**src/hdl/tsw_pkg.sv**
```systemverilog
// tsw_pkg: shared types and constants of the tcp sender window block
// payload words, controller/datapath command and status structs, codes
// no dependencies
package tsw_pkg;

  // input actions
  localparam logic [2:0] ACT_WRITE = 3'd0;
  localparam logic [2:0] ACT_FILL  = 3'd1;
  localparam logic [2:0] ACT_ACK   = 3'd2;
  localparam logic [2:0] ACT_TICK  = 3'd3;
  localparam logic [2:0] ACT_EMPTY = 3'd4;

  // result kinds
  localparam logic [1:0] KIND_NEW    = 2'd0;
  localparam logic [1:0] KIND_RETX   = 2'd1;
  localparam logic [1:0] KIND_EMPTY  = 2'd2;
  localparam logic [1:0] KIND_STATUS = 2'd3;

  // configuration register indexes
  localparam logic [1:0] REG_ISN = 2'd0;
  localparam logic [1:0] REG_TMO = 2'd1;
  localparam logic [1:0] REG_CAP = 2'd2;

  localparam logic [31:0] ISN_RST = 32'd0;
  localparam logic [15:0] TMO_RST = 16'd1000;
  localparam logic [15:0] CAP_RST = 16'd64000;

  // stored payload length width, covers any legal max payload
  localparam int LEN_W = 14;

  typedef struct packed {
    logic [2:0]  action;
    logic [15:0] write_len;
    logic        end_input;
    logic [31:0] ack_number;
    logic [15:0] advertised_window;
    logic [15:0] elapsed_ms;
  } in_item_t;

  typedef struct packed {
    logic [1:0]  kind;
    logic [31:0] wrapped_seqno;
    logic        syn_flag;
    logic        fin_flag;
    logic [10:0] payload_len;
    logic        last;
    logic [15:0] flight_bytes;
    logic [15:0] retry_count;
    logic [15:0] written_accepted;
  } out_item_t;

  typedef struct packed {
    logic       load;
    logic       do_write;
    logic       unwrap;
    logic       rd_head;
    logic       rd_out;
    logic       retire;
    logic       set_win;
    logic       fill_begin;
    logic       fill_step;
    logic       tick;
    logic       retx_upd;
    logic       out_next;
    logic       emit;
    logic [1:0] emit_kind;
    logic       emit_last;
  } cmd_t;

  typedef struct packed {
    logic [2:0] action;
    logic       ack_ok;
    logic       count_nz;
    logic       head_done;
    logic       fill_go;
    logic       nseg_nz;
    logic       out_last;
    logic       expire;
  } stat_t;

endpackage

```
**src/hdl/tsw_regs.sv**
```systemverilog
// tsw_regs: apb configuration registers of the tcp sender window block
// depends on tsw_pkg
module tsw_regs
  import tsw_pkg::*;
(
  input  logic        clk_i,
  input  logic        rst_ni,
  input  logic        psel,
  input  logic        penable,
  input  logic        pwrite,
  input  logic [3:0]  paddr,
  input  logic [31:0] pwdata,
  output logic [31:0] prdata,
  output logic        pready,
  output logic [31:0] isn_o,
  output logic [15:0] init_tmo_o,
  output logic [15:0] capacity_o
);

  logic [31:0] isn_q;
  logic [15:0] tmo_q;
  logic [15:0] cap_q;
  logic        wr_en;

  assign pready = 1'b1;
  assign wr_en  = psel && penable && pwrite;

  always_ff @(posedge clk_i or negedge rst_ni) begin
    if (!rst_ni) begin
      isn_q <= ISN_RST;
      tmo_q <= TMO_RST;
      cap_q <= CAP_RST;
    end else if (wr_en) begin
      unique case (paddr[3:2])
        REG_ISN: isn_q <= pwdata;
        REG_TMO: tmo_q <= pwdata[15:0];
        REG_CAP: cap_q <= pwdata[15:0];
        default: ;
      endcase
    end
  end

  always_comb begin
    unique case (paddr[3:2])
      REG_ISN: prdata = isn_q;
      REG_TMO: prdata = {16'd0, tmo_q};
      REG_CAP: prdata = {16'd0, cap_q};
      default: prdata = 32'd0;
    endcase
  end

  assign isn_o      = isn_q;
  assign init_tmo_o = tmo_q;
  assign capacity_o = cap_q;

endmodule

```
**config.mk**
```make
export PLATFORM = sky130hd
export DESIGN_NAME = tsw_regs
export DESIGN_NICKNAME = d
export VERILOG_FILES = /design/src/hdl/tsw_pkg.sv /design/src/hdl/tsw_regs.sv
export SDC_FILE = /design/constraint.sdc
export NUM_CORES = 1
export LEC_CHECK = 0
export ABC_CLOCK_PERIOD_IN_PS = 1000
export BUFFER_PORTS_ARGS = -buffer_cell sky130_fd_sc_hd__buf_2
export CAP_MARGIN = 20
export CORE_MARGIN = 4
export CORE_UTILIZATION = 25
export CTS_BUF_LIST = sky130_fd_sc_hd__clkbuf_4
export DETAILED_ROUTE_END_ITERATION = 7
export PLACE_DENSITY = 0.57
export SLEW_MARGIN = 40
export SYNTH_ARGS = -nofsm -noshare
export SYNTH_HDL_FRONTEND = slang
export SYNTH_SLANG_ARGS = --single-unit
```
**constraint.sdc**
```tcl
create_clock -name clk_i -period 1 [get_ports clk_i]
set_input_delay 0.05 -clock clk_i [delete_from_list [all_inputs] [get_ports clk_i]]
set_output_delay 0.05 -clock clk_i [all_outputs]
set_load 0.01 [all_outputs]
```
==> results of run 1 <==
-- timing repair --
item / 4_1_cts / 5_1_grt
pin swaps: 0 / 2
resized for setup: 62 / 22
buffers inserted: 27 / 15
hold buffers: 33 / 0
hold endpoints to repair: 128 / 0
endpoints found under the setup margin: 96 / 97
-- power breakdown --
part,total [mW],internal (mW),switching [mW]
sequential,3.75,3.27,0.472
clock,1.77,0.767,1.00
combinational,3.54,2.17,1.37
-- state kept, by name, summed over array words and instances (netlist names) --
signal and flops:
isn_o 32, init_tmo_o 16, capacity_o 16
-- final timing paths --
check	startpoint	endpoint	slack, ns	cells after the start
hold reg to reg	isn_o[30]	isn_o[30]	0.52	1
min in group clk_i	paddr[2]	capacity_o[7]	0.26	4
hold / removal	rst_ni	isn_o[5]	0.15	3
max in group asynchronous	rst_ni	init_tmo_o[3]	0.44	3
setup / recovery	capacity_o[15]	prdata[15]	-0.39	3
setup reg to reg	init_tmo_o[5]	init_tmo_o[5]	-0.03	4
-- layer usage --
layer,share of wire [%],wire length (um),global-route usage [%],up-vias
met5,0,0,0,-
met4,0.80,71,3.52,0
met3,4.8,422,3.50,7
met2,51,4530,22.9,64
met1,43,3830,17.7,1212
li1,-,-,-,1164
-- through the flow --
step	total power [mW]	cells	setup TNS [ns]
6_report	9.06	571	-9.90
5_1_grt	9.66	571	-17.98
4_1_cts	8.96	563	-13.73
3_5_place_dp	6.19	487	-13.46
3_3_place_gp	6.14	487	-12.00
2_1_floorplan	4.96	212	-3.74
-- cell type report --
class	count	area, um^2	area share (%)
Tap cell	140	175	3.57
Clock buffer	9	67.6	1.38
Clock inverter	7	71.3	1.45
Sequential cell	64	1620	32.9
Multi-Input combinational cell	135	1260	25.7
Timing Repair Buffer	216	1720	35.0
-- placed cells by master, fill, tap and decap left out, types with 2 or more instances in the layout --
master | Yosys | routed
and2_1 | 16 | 13
and2_4 | 0 | 3
buf_12 | 0 | 6
buf_2 | 1 | 104
buf_4 | 7 | 19
buf_6 | 1 | 54
clkbuf_4 | 0 | 9
clkinv_2 | 0 | 3
clkinv_4 | 0 | 2
dfrtp_1 | 52 | 52
dfstp_2 | 12 | 12
dlygate4sd3_1 | 0 | 33
mux2_1 | 13 | 8
mux2_2 | 51 | 45
mux2_4 | 0 | 11
mux2i_1 | 16 | 15
nand2_1 | 16 | 15
nor3b_4 | 2 | 2
o21ai_1 | 0 | 16
-- worst register-to-register path, cell delays in order (launching register included) --
cell and delay, ns:
dfstp_2 0.40, buf_6 0.12, buf_6 0.10, buf_6 0.10
mux2_4 0.26
-- Yosys cell counts --
cell / instances
conb_1: 1
nand3_1: 1
buf_2: 1
nor3b_4: 2
mux2_2: 51
nor2_1: 1
and2_1: 16
clkbuf_1: 4
buf_6: 1
buf_4: 7
dfrtp_1: 52
o21ai_0: 16
nor3_2: 1
mux2_1: 13
dfstp_2: 12
nand2_1: 16
mux2i_1: 16
nor2b_1: 1
-- kinds of logic after synthesis --
group / count (synthesis)
AO/OA/AOI/OAI: 16
buffers and inverters: 13
flip-flops: 64
multiplexers: 80
other: 1
AND/OR/NAND/NOR: 38
==> impl_metrics.yaml, run 1 <==
sta:
  setup_viol_count_final: 79
  whs_ns: 0.151
  slew_viol_final: 0
  fin_crit_ns: 1.39
  rsz0062_at_grt: "yes"
  clock_skew_ns: 0
  hold_violations: 0
  fin_crit_sh_pct: 139
  fmax_mhz: 721
  worst_slack_ns: -0.388
logic_synthesis:
  synth-seq-cells: 64
  avgSynthCellArea_um2: 13.6
  synth_xor_xnor_area_share_pct: 0
  yosys.area_share.adder_pct: 0
  synth_top_cell_by_area: "dfrtp_1"
  synth_compound_area_share_pct: 2.77
  synth-seq-area-share_pct: 56.0
  synth_top_family_by_area: "multiplexers"
  ys_types: 18
  synth_top_area_share_pct: 45.1
  syn_area_um2: 2890
  synthMuxAreaShare_pct: 30.5
  ys_warn_count: 0
  synthSimpleGateAreaFrac_pct: 7.71
  syn-num-nets: 253
  syn_inst: 212
  synth_area_leaders: "dfrtp_1 (45%), mux2_2 (20%), dfstp_2 (11%)"
placed_design:
  dp_slack_ns: -0.221
  dpl_cell_area_um2: 3890
  place_congestion: 0.710
  port_buffers: 134
  dpl.hpwl_mm: 5.96
detailed_routing:
  drc_errors: 0
  ant_nets: 0
  wl_mm: 8.85
  drt_iter0_markers: 86
  via_per_inst: 4.29
  routed-via-count: 2447
  wire_per_inst_um: 15.5
  first_pass_iters: 4
worst_hold_path:
  hold_path_class: "primary input to async pin"
run_status:
  violations: "negative setup slack"
  status: "complete, but fails checks"
power_and_ir_drop:
  cellPowerDensity_nw_per_um2: 1840
  leakagePower_nw: 2.41
  ir_drop_v: 0.000783
worst_setup_path:
  crit_family: "flip-flops"
  startpoint_type: "flip-flop"
  crit_slowest_cell: "dfstp_2"
  worstPathCellList: "mux2i_1 -> o21ai_1 -> buf_2"
  path_buf_inv: 1
  critPathKind: "flip-flop to output port"
  critPathRequiredTime_ns: 0.95
  worstPathMaxFanout: 2
  arrival_ns: 1.34
  cp-end-kind: "output port"
  cp_slowest_stage_delay_ns: 0.57
clock_tree:
  clock_path_buffers: 2
  clk_pin_slew_ns: 0.13
  htree_levels: 3
  cts_tree: "yes"
  cts_buffers: 9
  clk_latency_ns: 0.39
  cts_num_sinks: 64
  cts_root_buf: "clkbuf_4"
floorplan:
  start_util_pct: 26.1
  fp.dieH_um: 115
  die_area_um2: 13300
  io_pins: 138
  die_w_um: 115
  core_region_area_um2: 11100
  rows: 38
global_route:
  grt-ovfl-total: 0
  grt_pass1_wl_mm: 14.1
  grtUsageTotal_pct: 13.7
  grt_max_degree: 37
  grt_pass1_vias: 2689
  antenna_found_initial: 0
final_layout:
  fin_util_pct: 44.4
  stdcell_area_um2: 4910
  area_delta_synth_final_pct: 70.1
  drive_gt1_share_pct: 64.0
  fin_nets: 467
  diodes: 0
  fillers: 1039
job:
  max-cap-violations: 0
Power figures use the tool's default switching activity.
==> run 2, diff against run 1 <==
--- a/config.mk
+++ b/config.mk
@@ -10,9 +10,8 @@
 export CAP_MARGIN = 20
 export CORE_MARGIN = 4
 export CORE_UTILIZATION = 25
-export CTS_BUF_LIST = sky130_fd_sc_hd__clkbuf_4
 export DETAILED_ROUTE_END_ITERATION = 7
-export PLACE_DENSITY = 0.57
+export PLACE_DENSITY = 0.48
 export SLEW_MARGIN = 40
 export SYNTH_ARGS = -nofsm -noshare
 export SYNTH_HDL_FRONTEND = slang
==> run 2 against run 1 <==
Effect of this change: the run still ends with negative setup slack left; first-iteration DRC count down 21%; count of clock-buffer cells in the layout up 2; sequential share of layout area up 0.25 points; critical path depth unchanged; maximum frequency up 10%; worst setup slack better by 0.13 ns; core utilization down 0.34 points; cell area down 0.76%; global-route usage down 0.11 points; critical endpoint unchanged; largest cell class is now sequential cells; largest power group unchanged.
==> impl_metrics.yaml, run 2 (synthesis gave the netlist of run 1 again) <==
global_route:
  grtUsageTotal_pct: 13.6
  use_met2_pct: 23.4
  antenna_found_initial: 0
  met3_usage_pct: 3.97
  busiest_layer: "met2"
  grt_max_degree: 65
  grt-ovfl-total: 0
  grt_pass1_wl_mm: 13.9
  grt_pass1_vias: 2594
  met1_usage_pct: 16.5
power_and_ir_drop:
  p_clk_share_pct: 31.2
  leakagePower_nw: 2.38
  cellPowerDensity_nw_per_um2: 2060
  switchingPower_mw: 2.89
  swShare_pct: 28.8
  power_mw: 10.0
  internal_power_mw: 7.15
  combPwrFrac_pct: 31.5
  sequentialPowerShare_pct: 37.3
  ir_drop_v: 0.00125
worst_setup_path:
  reg2reg_depth: 3
  rr_startpoint: "capacity_o[12]"
  path_buf_inv: 1
  crit_slowest_cell: "dfstp_2"
  r2r_slack_ns: 0.06
  timing.rr.end: "capacity_o[12]"
  critPathRequiredTime_ns: 0.95
  critPathKind: "flip-flop to output port"
  cp-end-kind: "output port"
  worstPathCellList: "mux2i_1 -> o21ai_1 -> buf_2"
  crit_family: "flip-flops"
  worstPathMaxFanout: 2
  cp_slowest_stage_delay_ns: 0.54
  arrival_ns: 1.21
  startpoint_type: "flip-flop"
floorplan:
  rows: 38
  core_region_area_um2: 11100
  start_util_pct: 26.1
  die_area_um2: 13300
  io_pins: 138
  die_w_um: 115
  fp.dieH_um: 115
detailed_routing:
  drt_iter0_markers: 68
  via_per_inst: 4.33
  ant_nets: 0
  wl_mm: 8.70
  wire_per_inst_um: 15.6
  routed-via-count: 2414
  first_pass_iters: 4
  drc_errors: 0
sta:
  rsz0062_at_grt: "yes"
  fin_crit_sh_pct: 126
  timing.setup.tns_ns: -4.36
  slew_viol_final: 0
  setup_viol_count_final: 48
  fin_crit_ns: 1.26
  fmax_mhz: 795
  worst_slack_ns: -0.258
  clock_skew_ns: 0
  hold_violations: 0
final_layout:
  final_cell_mix: "buf_2 (113), dfrtp_1 (52), mux2_2 (45)"
  fin_cells: 558
  drive_gt1_share_pct: 62.2
  diodes: 0
  stdcell_area_um2: 4880
  area_delta_synth_final_pct: 68.8
  final_common_cell: "buf_2"
  largest_reg_flops: 32
  fin_nets: 454
  fillers: 1048
placed_design:
  placed_cells: 487
  port_buffers: 134
  dpl.hpwl_mm: 5.92
  place_congestion: 0.724
  dpl_cell_area_um2: 3870
  dp_slack_ns: -0.204
clock_tree:
  cts_root_buf: "clkbuf_16"
  cts_tree: "yes"
  clk_latency_ns: 0.32
  htree_levels: 3
  cts_buffers: 9
  cts_num_sinks: 64
  clock_path_buffers: 2
  clk_pin_slew_ns: 0.06
job:
  max-cap-violations: 0
run_status:
  status: "complete, but fails checks"
  violations: "negative setup slack"
worst_hold_path:
  hold_path_class: "primary input to async pin"
==> run 2: worst max path at each step <==
stage	start	endpoint	slack [ns]	cells past startpoint
floorplan	paddr[2]	capacity_o[10]	-0.11	4
global placement	paddr[2]	prdata[0]	-0.19	7
detailed placement	penable	init_tmo_o[0]	-0.20	5
CTS	capacity_o[11]	prdata[11]	-0.26	3
global route	capacity_o[14]	prdata[14]	-0.32	3
finish	capacity_o[15]	prdata[15]	-0.26	3
==> run 2: per-layer routing <==
| layer | up-vias | part of all wire (%) |
|---|---|---|
| li1 | 1152 | - |
| met1 | 1181 | 41 |
| met2 | 72 | 52 |
| met3 | 9 | 5.6 |
| met4 | 0 | 1.3 |
| met5 | - | 0 |
==> run 2: timing repair <==
item / in CTS / in global routing
hold endpoints to repair: 114 / 0
gates cloned: 0 / 0
buffers inserted: 14 / 11
hold buffers: 33 / 0
setup endpoints to repair: 44 / 51
gates resized for setup: 43 / 19
==> run 2: tightest hold or removal path, stage by stage <==
cell and delay, ns:
dlygate4sd3_1 0.54, buf_2 0.13, buf_12 0.29
==> run 2: metrics by stage <==
stage	utilization (%)	hold WS, ns
3_5_place_dp	34.9	0.0990
6_report	44.0	0.286
5_1_grt	44.0	0.334
4_1_cts	42.9	0.290
2_1_floorplan	-	-0.246
3_3_place_gp	34.9	0.109
==> run 2: power by group through the flow <==
stage,sequential [mW],combinational (mW),clock (mW)
after floorplan,4.00,0.960,0
after global placement,3.77,2.37,0
after detailed placement,3.79,2.39,0
after CTS,3.74,3.01,3.21
after global routing,3.85,3.43,3.34
final,3.74,3.16,3.13
==> run 2: cell type report <==
class	instances	area (um^2)	area share [%]
well taps	140	175	3.59
clock buffers	11	243	4.98
clock inverters	5	57.6	1.18
multi-input cells	135	1260	25.8
flip-flops and latches	64	1620	33.2
repair buffers	203	1520	31.3
