### src/hdl/tsw_pkg.sv
// tsw_pkg: shared types and constants of the tcp sender window block
// payload words, controller/datapath command and status structs, codes
// no dependencies
package tsw_pkg;

  // input actions
  localparam logic [2:0] ACT_WRITE = 3'd0;
  localparam logic [2:0] ACT_FILL  = 3'd1;
  localparam logic [2:0] ACT_ACK   = 3'd2;
  localparam logic [2:0] ACT_TICK  = 3'd3;
  localparam logic [2:0] ACT_EMPTY = 3'd4;

  // result kinds
  localparam logic [1:0] KIND_NEW    = 2'd0;
  localparam logic [1:0] KIND_RETX   = 2'd1;
  localparam logic [1:0] KIND_EMPTY  = 2'd2;
  localparam logic [1:0] KIND_STATUS = 2'd3;

  // configuration register indexes
  localparam logic [1:0] REG_ISN = 2'd0;
  localparam logic [1:0] REG_TMO = 2'd1;
  localparam logic [1:0] REG_CAP = 2'd2;

  localparam logic [31:0] ISN_RST = 32'd0;
  localparam logic [15:0] TMO_RST = 16'd1000;
  localparam logic [15:0] CAP_RST = 16'd64000;

  // stored payload length width, covers any legal max payload
  localparam int LEN_W = 14;

  typedef struct packed {
    logic [2:0]  action;
    logic [15:0] write_len;
    logic        end_input;
    logic [31:0] ack_number;
    logic [15:0] advertised_window;
    logic [15:0] elapsed_ms;
  } in_item_t;

  typedef struct packed {
    logic [1:0]  kind;
    logic [31:0] wrapped_seqno;
    logic        syn_flag;
    logic        fin_flag;
    logic [10:0] payload_len;
    logic        last;
    logic [15:0] flight_bytes;
    logic [15:0] retry_count;
    logic [15:0] written_accepted;
  } out_item_t;

  typedef struct packed {
    logic       load;
    logic       do_write;
    logic       unwrap;
    logic       rd_head;
    logic       rd_out;
    logic       retire;
    logic       set_win;
    logic       fill_begin;
    logic       fill_step;
    logic       tick;
    logic       retx_upd;
    logic       out_next;
    logic       emit;
    logic [1:0] emit_kind;
    logic       emit_last;
  } cmd_t;

  typedef struct packed {
    logic [2:0] action;
    logic       ack_ok;
    logic       count_nz;
    logic       head_done;
    logic       fill_go;
    logic       nseg_nz;
    logic       out_last;
    logic       expire;
  } stat_t;

endpackage

### src/hdl/tsw_ctrl.sv
// tsw_ctrl: sequencer of the tcp sender window block
// walks each action through the datapath; depends on tsw_pkg
module tsw_ctrl
  import tsw_pkg::*;
(
  input  logic  clk_i,
  input  logic  rst_ni,
  input  logic  start,
  output logic  busy,
  input  stat_t st_i,
  output cmd_t  cmd_o
);

  typedef enum logic [3:0] {
    S_IDLE, S_DISPATCH, S_ACK_CHECK, S_ACK_RD, S_ACK_CHK, S_FILL, S_OUT_RD,
    S_OUT_EMIT, S_TICK_CHK, S_TICK_UPD, S_RETX_EMIT, S_EMPTY, S_STATUS
  } state_e;

  state_e state_q, state_d;
  logic   busy_q, busy_d;

  always_comb begin
    state_d = state_q;
    busy_d  = busy_q;
    cmd_o   = '0;
    unique case (state_q)
      S_IDLE: begin
        if (start) begin
          cmd_o.load = 1'b1;
          busy_d     = 1'b1;
          state_d    = S_DISPATCH;
        end
      end
      S_DISPATCH: begin
        case (st_i.action)
          ACT_WRITE: begin
            cmd_o.do_write = 1'b1;
            state_d        = S_STATUS;
          end
          ACT_FILL: begin
            cmd_o.fill_begin = 1'b1;
            state_d          = S_FILL;
          end
          ACT_ACK: begin
            cmd_o.unwrap = 1'b1;
            state_d      = S_ACK_CHECK;
          end
          ACT_TICK: begin
            cmd_o.tick = 1'b1;
            state_d    = S_TICK_CHK;
          end
          ACT_EMPTY: state_d = S_EMPTY;
          default:   state_d = S_STATUS;
        endcase
      end
      S_ACK_CHECK: state_d = st_i.ack_ok ? S_ACK_RD : S_STATUS;
      S_ACK_RD: begin
        if (st_i.count_nz) begin
          cmd_o.rd_head = 1'b1;
          state_d       = S_ACK_CHK;
        end else begin
          cmd_o.set_win    = 1'b1;
          cmd_o.fill_begin = 1'b1;
          state_d          = S_FILL;
        end
      end
      S_ACK_CHK: begin
        if (st_i.head_done) begin
          cmd_o.retire = 1'b1;
          state_d      = S_ACK_RD;
        end else begin
          cmd_o.set_win    = 1'b1;
          cmd_o.fill_begin = 1'b1;
          state_d          = S_FILL;
        end
      end
      S_FILL: begin
        if (st_i.fill_go) begin
          cmd_o.fill_step = 1'b1;
        end else if (st_i.nseg_nz) begin
          state_d = S_OUT_RD;
        end else begin
          state_d = S_STATUS;
        end
      end
      S_OUT_RD: begin
        cmd_o.rd_out = 1'b1;
        state_d      = S_OUT_EMIT;
      end
      S_OUT_EMIT: begin
        cmd_o.emit      = 1'b1;
        cmd_o.emit_kind = KIND_NEW;
        cmd_o.emit_last = st_i.out_last;
        cmd_o.out_next  = 1'b1;
        if (st_i.out_last) begin
          busy_d  = 1'b0;
          state_d = S_IDLE;
        end else begin
          state_d = S_OUT_RD;
        end
      end
      S_TICK_CHK: begin
        if (st_i.expire) begin
          cmd_o.rd_head = 1'b1;
          state_d       = S_TICK_UPD;
        end else begin
          state_d = S_STATUS;
        end
      end
      S_TICK_UPD: begin
        cmd_o.retx_upd = 1'b1;
        state_d        = S_RETX_EMIT;
      end
      S_RETX_EMIT: begin
        cmd_o.emit      = 1'b1;
        cmd_o.emit_kind = KIND_RETX;
        cmd_o.emit_last = 1'b1;
        busy_d          = 1'b0;
        state_d         = S_IDLE;
      end
      S_EMPTY: begin
        cmd_o.emit      = 1'b1;
        cmd_o.emit_kind = KIND_EMPTY;
        cmd_o.emit_last = 1'b1;
        busy_d          = 1'b0;
        state_d         = S_IDLE;
      end
      S_STATUS: begin
        cmd_o.emit      = 1'b1;
        cmd_o.emit_kind = KIND_STATUS;
        cmd_o.emit_last = 1'b1;
        busy_d          = 1'b0;
        state_d         = S_IDLE;
      end
      default: state_d = S_IDLE;
    endcase
  end

  always_ff @(posedge clk_i or negedge rst_ni) begin
    if (!rst_ni) begin
      state_q <= S_IDLE;
      busy_q  <= 1'b0;
    end else begin
      state_q <= state_d;
      busy_q  <= busy_d;
    end
  end

  assign busy = busy_q;

endmodule

### config.mk
export PLATFORM = sky130hd
export DESIGN_NAME = tsw_ctrl
export DESIGN_NICKNAME = d
export VERILOG_FILES = /design/src/hdl/tsw_pkg.sv /design/src/hdl/tsw_ctrl.sv
export SDC_FILE = /design/constraint.sdc
export NUM_CORES = 1
export LEC_CHECK = 0
export ABC_CLOCK_PERIOD_IN_PS = 1900
export BUFFER_PORTS_ARGS = -buffer_cell sky130_fd_sc_hd__buf_2
export CELL_PAD_IN_SITES_DETAIL_PLACEMENT = 0
export CELL_PAD_IN_SITES_GLOBAL_PLACEMENT = 1
export CORE_UTILIZATION = 31
export DETAILED_ROUTE_END_ITERATION = 16
export GPL_ROUTABILITY_DRIVEN = 0
export PLACE_DENSITY_LB_ADDON = 0.3
export SLEW_MARGIN = 20
export SYNTH_ARGS = -nofsm -noshare
export SYNTH_HDL_FRONTEND = slang
export SYNTH_SLANG_ARGS = --single-unit
### constraint.sdc
create_clock -name clk_i -period 1.9 [get_ports clk_i]
set_input_delay 0.19 -clock clk_i [delete_from_list [all_inputs] [get_ports clk_i]]
set_output_delay 0.19 -clock clk_i [all_outputs]
set_load 0.02 [all_outputs]
==> run metrics, run 1 <==
peak per-stage delay on the critical path 0.59 ns; largest net degree at the start of global routing 22; Synth async-reset ratio 1.00; initial antenna violation count 0; IO buf count 29; crit path buf inv count 1; register bit total from synthesis 5; Yosys top cell by area dfrtp_1; RR Endpoint state_q[1]; CTS Sinks 5; DP Worst Slack 0.302 ns; Reg clk slew, reported paths 0.04 ns; crit path time final 1.82 ns; max cap viols 0; CTS tree done; Final Hold Fails 0; worst endpoint data arrival time 1.63 ns; crit path capture type primary output; GRT Total Usage 0.170; R2R setup slack 0.31 ns; RSZ-0062 raised after global routing true; syn avg cell area 6.94 um^2; crit-path cells or4b_4 > nor2_4 > nand3b_1 > o21ai_0 > buf_2; crit path max-delay cell type or4b_4; min-delay src st_i[3]; Cells after Synth 97; I/O pins 30; Hold Path Sink state_q[0]; syn nets 110; Reg2Reg Depth 5; first-pass GRT wire length 3190 um; Reg2Reg Launch Point state_q[2]; CTS max path bufs 2; most common cell after layout, fill and taps aside buf_2; Area Overhead vs Synth 32.9%; DP Area 846 um^2; total setup buffers inserted after CTS 0; routed via count 794; maximum VDD drop 776 uV; Nets 141; Detailed Routing Iterations Pass 1 4; core area 2000 um^2; DR iter-0 viols 3; Critical Path Start Type register; run status complete, no violations; Final Cycle Share 0.956; die width 48.6 um; Cell Area, Synth 673 um^2; die area 2360 um^2; Critical Path Fanout Max 5; vias per std cell 5.16; fmax 0.551 GHz; Skew-Pair Late Insertion Delay 0.23 ns; Tightest Pin Transition 0.331 ns; drt drc 0; Synth cell types 38; Detail Route Antenna Nets 0; total wire length 1830 um; setup ws final 0.0839 ns; total congestion overflow 0; critical path type reg2out; std cell rows 16; DIE HEIGHT 48.6 um; Tot Pwr 1.24 mW; Largest delay share family, worst path simple AND/OR/NAND/NOR gates; max-slew violation count 0; sequential fraction of the synthesis area 0.186; skew final 0.00223 ns; Setup crit start state_q[1]; hold depth 3; HPWL Detailed 1410 um; critical path required time 1.71 ns; Initial Util 0.336; Leak Pwr 0.420 nW; Ys Warns 0; pwr dens 1380 nW/um^2; share of cells above drive strength 1 0.362; Slew HR 0.779; diode count 0; CTS Buf Count 3; most frequent cells in the layout 29 x buf_2, 14 x nor2_1, 6 x inv_1, 6 x o21ai_0, 6 x buf_4; clk root buf clkbuf_4; fin area 895 um^2; synth top area cells dfrtp_1 19%, nor2_1 7.8%, xnor2_1 5.2%, o21ai_0 4.5%, buf_2 3.7%; share of the synthesized area in the top cell type 0.186; Final setup violation count 0; Hold Crit Class in2reg; vias in the first global route 722; ys flop type dfrtp_1; number of flops mapped to enable cells by yosys 0; H-tree Lvls 1; routed length per instance 11.9 um
worst max-delay path by stage:
stage,slack [ns],cells past startpoint,endpoint
final,0.08,5,cmd_o[8]
after global routing,-0.01,6,cmd_o[8]
after CTS,0.04,5,cmd_o[8]
after detailed placement,0.30,5,cmd_o[8]
after global placement,0.31,5,cmd_o[8]
after floorplan,0.08,2,cmd_o[14]
state kept, by name, indices dropped and copies added, names as in the netlist:
| register | count |
|---|---|
| busy | 1 |
| state_q | 4 |
kinds of logic after synthesis:
| group | Yosys count | share of synthesized area |
|---|---|---|
| and+or+nand+nor | 46 | 0.375 |
| AOI/OAI and AO/OA | 26 | 0.277 |
| buffers and inverters | 16 | 0.110 |
| DFF | 5 | 0.186 |
| xor gates and xnor gates | 4 | 0.0520 |
power breakdown:
part	switching, mW	internal, mW
Clock	0.0377	0.0790
Combinational	0.568	0.367
Sequential	0.0310	0.156
Total	0.636	0.602
metal layers:
layer  global-route usage  wire, um
met5                    0         0
met4               0.0343         0
met3               0.0566        83
met2                0.269       856
met1                0.224       892
cell type report:
| cell class | count | area, um^2 |
|---|---|---|
| Fill cell | 238 | 1110 |
| Multi-Input combinational cell | 76 | 487 |
| Timing Repair Buffer | 36 | 200 |
| Sequential cell | 5 | 125 |
| Tap cell | 27 | 33.8 |
| Clock buffer | 4 | 26.3 |
| Inverter | 6 | 22.5 |
metrics by stage:
stage               TNS [ns]   util  cells  hold slack, ns
CTS                        0  0.441    154           0.273
global placement           0  0.423    149         0.00480
detailed placement         0  0.423    149         0.00639
finish                     0  0.447    154           0.275
global route         -0.0120  0.447    154           0.302
floorplan                  0      -     97          -0.106
repair_timing:
item	in CTS	in global routing
hold endpoints to repair	5	0
hold buffers	1	0
resized for setup	0	3
setup endpoints to repair	0	5
cells in the mapped netlist (2+ instances only):
cell	instances
nor2b_1	3
nor2_1	14
a21oi_1	3
nor3_1	4
dfrtp_1	5
clkbuf_1	4
nor3b_1	3
xnor2_1	4
and3_1	3
a31oi_1	2
buf_2	5
inv_1	6
a32oi_1	2
nand3b_1	2
nand3_1	4
nand2_1	5
o21ai_0	6
nand2b_1	2
worst min-delay path, cell delays in order:
cell and delay, ns:
buf_2 0.09, nand3_1 0.08, o311ai_1 0.10
No activity file was read; power rests on OpenSTA's default activity.
==> inputs of run 2 (changes only) <==
Settings changed: CORE_MARGIN set to 2.
==> run metrics, run 2 (synthesis results as in run 1) <==
vias per std cell 5.15; critical path type reg2out; routed length per instance 12.7 um; crit path time final 1.84 ns; Largest Register state_q; total setup buffers inserted after CTS 0; worst endpoint data arrival time 1.65 ns; crit path capture type primary output; HPWL Detailed 1550 um; IO buf count 29; maximum VDD drop 471 uV; diode count 0; pwr dens 1400 nW/um^2; most common cell after layout, fill and taps aside buf_2; run status complete, no violations; Reg2Reg Depth 5; Hold Path Sink state_q[0]; crit-path cells or4b_4 > nor2_4 > nand3b_1 > o21ai_1 > buf_4; CTS Buf Count 3; Hold Crit Class in2reg; Skew-Pair Late Insertion Delay 0.25 ns; Detailed Routing Iterations Pass 1 4; R2R setup slack 0.25 ns; peak per-stage delay on the critical path 0.59 ns; Detail Route Antenna Nets 0; std cell rows 16; critical path required time 1.71 ns; drt drc 0; Slew HR 0.745; RR Endpoint state_q[3]; first-pass GRT wire length 3330 um; Area Overhead vs Synth 34.6%; DP Worst Slack 0.263 ns; RSZ-0062 raised after global routing true; hold depth 3; die width 50.6 um; DIE HEIGHT 50.6 um; sequential share of power 0.159; CTS max path bufs 2; Reg clk slew, reported paths 0.05 ns; Largest delay share family, worst path simple AND/OR/NAND/NOR gates; total wire length 1960 um; Gate power share 0.741; Tot Pwr 1.27 mW; Final Cycle Share 0.971; total congestion overflow 0; Layout Cells excl Fill 155; Nets 142; CTS Sinks 5; share of cells above drive strength 1 0.367; skew final 0.00456 ns; crit path max-delay cell type or4b_4; I/O pins 30; vias in the first global route 753; fin area 906 um^2; Placed Cells 150; Leak Pwr 0.422 nW; initial antenna violation count 0; Initial Util 0.336; CTS tree done; most frequent cells in the layout 26 x buf_2, 13 x nor2_1, 10 x buf_4, 6 x inv_1; max-slew violation count 0; clk root buf clkbuf_4; crit path buf inv count 1; routed via count 799; fmax 0.542 GHz; cell-internal power 617 uW; Largest register FFs 4; setup ws final 0.0554 ns; Final setup violation count 0; Clock Power Share 0.101; Critical Path Fanout Max 5; Critical Path Start Type register; Tightest Pin Transition 0.381 ns; min-delay src st_i[3]; max cap viols 0; GRT Total Usage 0.174; DR iter-0 viols 19; net switching power figure 653 uW; Reg2Reg Launch Point state_q[0]; switch share 0.514; setup TNS 0 ns; die area 2560 um^2; DP Area 853 um^2; Final Hold Fails 0; core area 2000 um^2; H-tree Lvls 1; largest net degree at the start of global routing 22
[run 2: cell count changes in the layout (fill, tap and decap cells not counted)]
cell / delta
buf_4: +4
buf_2: -3
dfrtp_1: -1
dfrtp_2: +1
nor2_1: -1
nor2_2: +1
nor2b_1: +1
nor2b_2: -1
nor3_1: +1
nor3_2: -1
o21ai_0: -1
o21ai_1: +1
[run 2: layout make-up]
class | instances | area (um^2)
fillers | 213 | 1100
multi-input cells | 76 | 482
repair buffers | 37 | 215
flip-flops and latches | 5 | 126
well taps | 27 | 33.8
clock buffers | 4 | 26.3
inverters | 6 | 22.5
[run 2: power by group through the flow]
stage | Clock (mW) | Sequential, mW | Combinational (mW)
3_5_place_dp | 0 | 0.196 | 0.919
2_1_floorplan | 0 | 0.200 | 0.665
6_report | 0.128 | 0.201 | 0.940
3_3_place_gp | 0 | 0.193 | 0.925
5_1_grt | 0.141 | 0.206 | 1.04
4_1_cts | 0.132 | 0.195 | 0.925
[run 2: repair_timing]
action / in CTS / in global routing
setup endpoints to repair: 0 / 5
endpoints found under the hold margin: 5 / 0
resized for setup: 0 / 7
hold buffers: 1 / 0
[run 2: worst max path at each step]
stage / start / endpoint / slack (ns) / cells after the start
6_report: state_q[3] / cmd_o[8] / 0.06 / 5
5_1_grt: state_q[3] / cmd_o[13] / -0.02 / 5
4_1_cts: state_q[1] / cmd_o[8] / 0.0004 / 5
3_5_place_dp: state_q[0] / state_q[3] / 0.26 / 5
3_3_place_gp: state_q[1] / cmd_o[8] / 0.28 / 5
2_1_floorplan: state_q[1] / cmd_o[14] / 0.08 / 2
[run 2: worst min-delay path: stages]
cell and delay [ns]:
buf_2 0.09, nand3_1 0.09, o311ai_1 0.10
[run 2: per-stage QoR]
| stage | utilization | hold slack (ns) |
|---|---|---|
| 6_report | 0.453 | 0.258 |
| 5_1_grt | 0.453 | 0.263 |
| 4_1_cts | 0.444 | 0.241 |
| 3_3_place_gp | 0.426 | 0.00604 |
| 3_5_place_dp | 0.426 | 0.00862 |
| 2_1_floorplan | - | -0.106 |
[run 2: routing by layer]
layer  vias up  wire length, um  track usage
met1       365              866        0.222
li1        407                -            -
met4         0               21        0.108
met2        25              983        0.274
met3         2               89       0.0238
met5         -                0            0
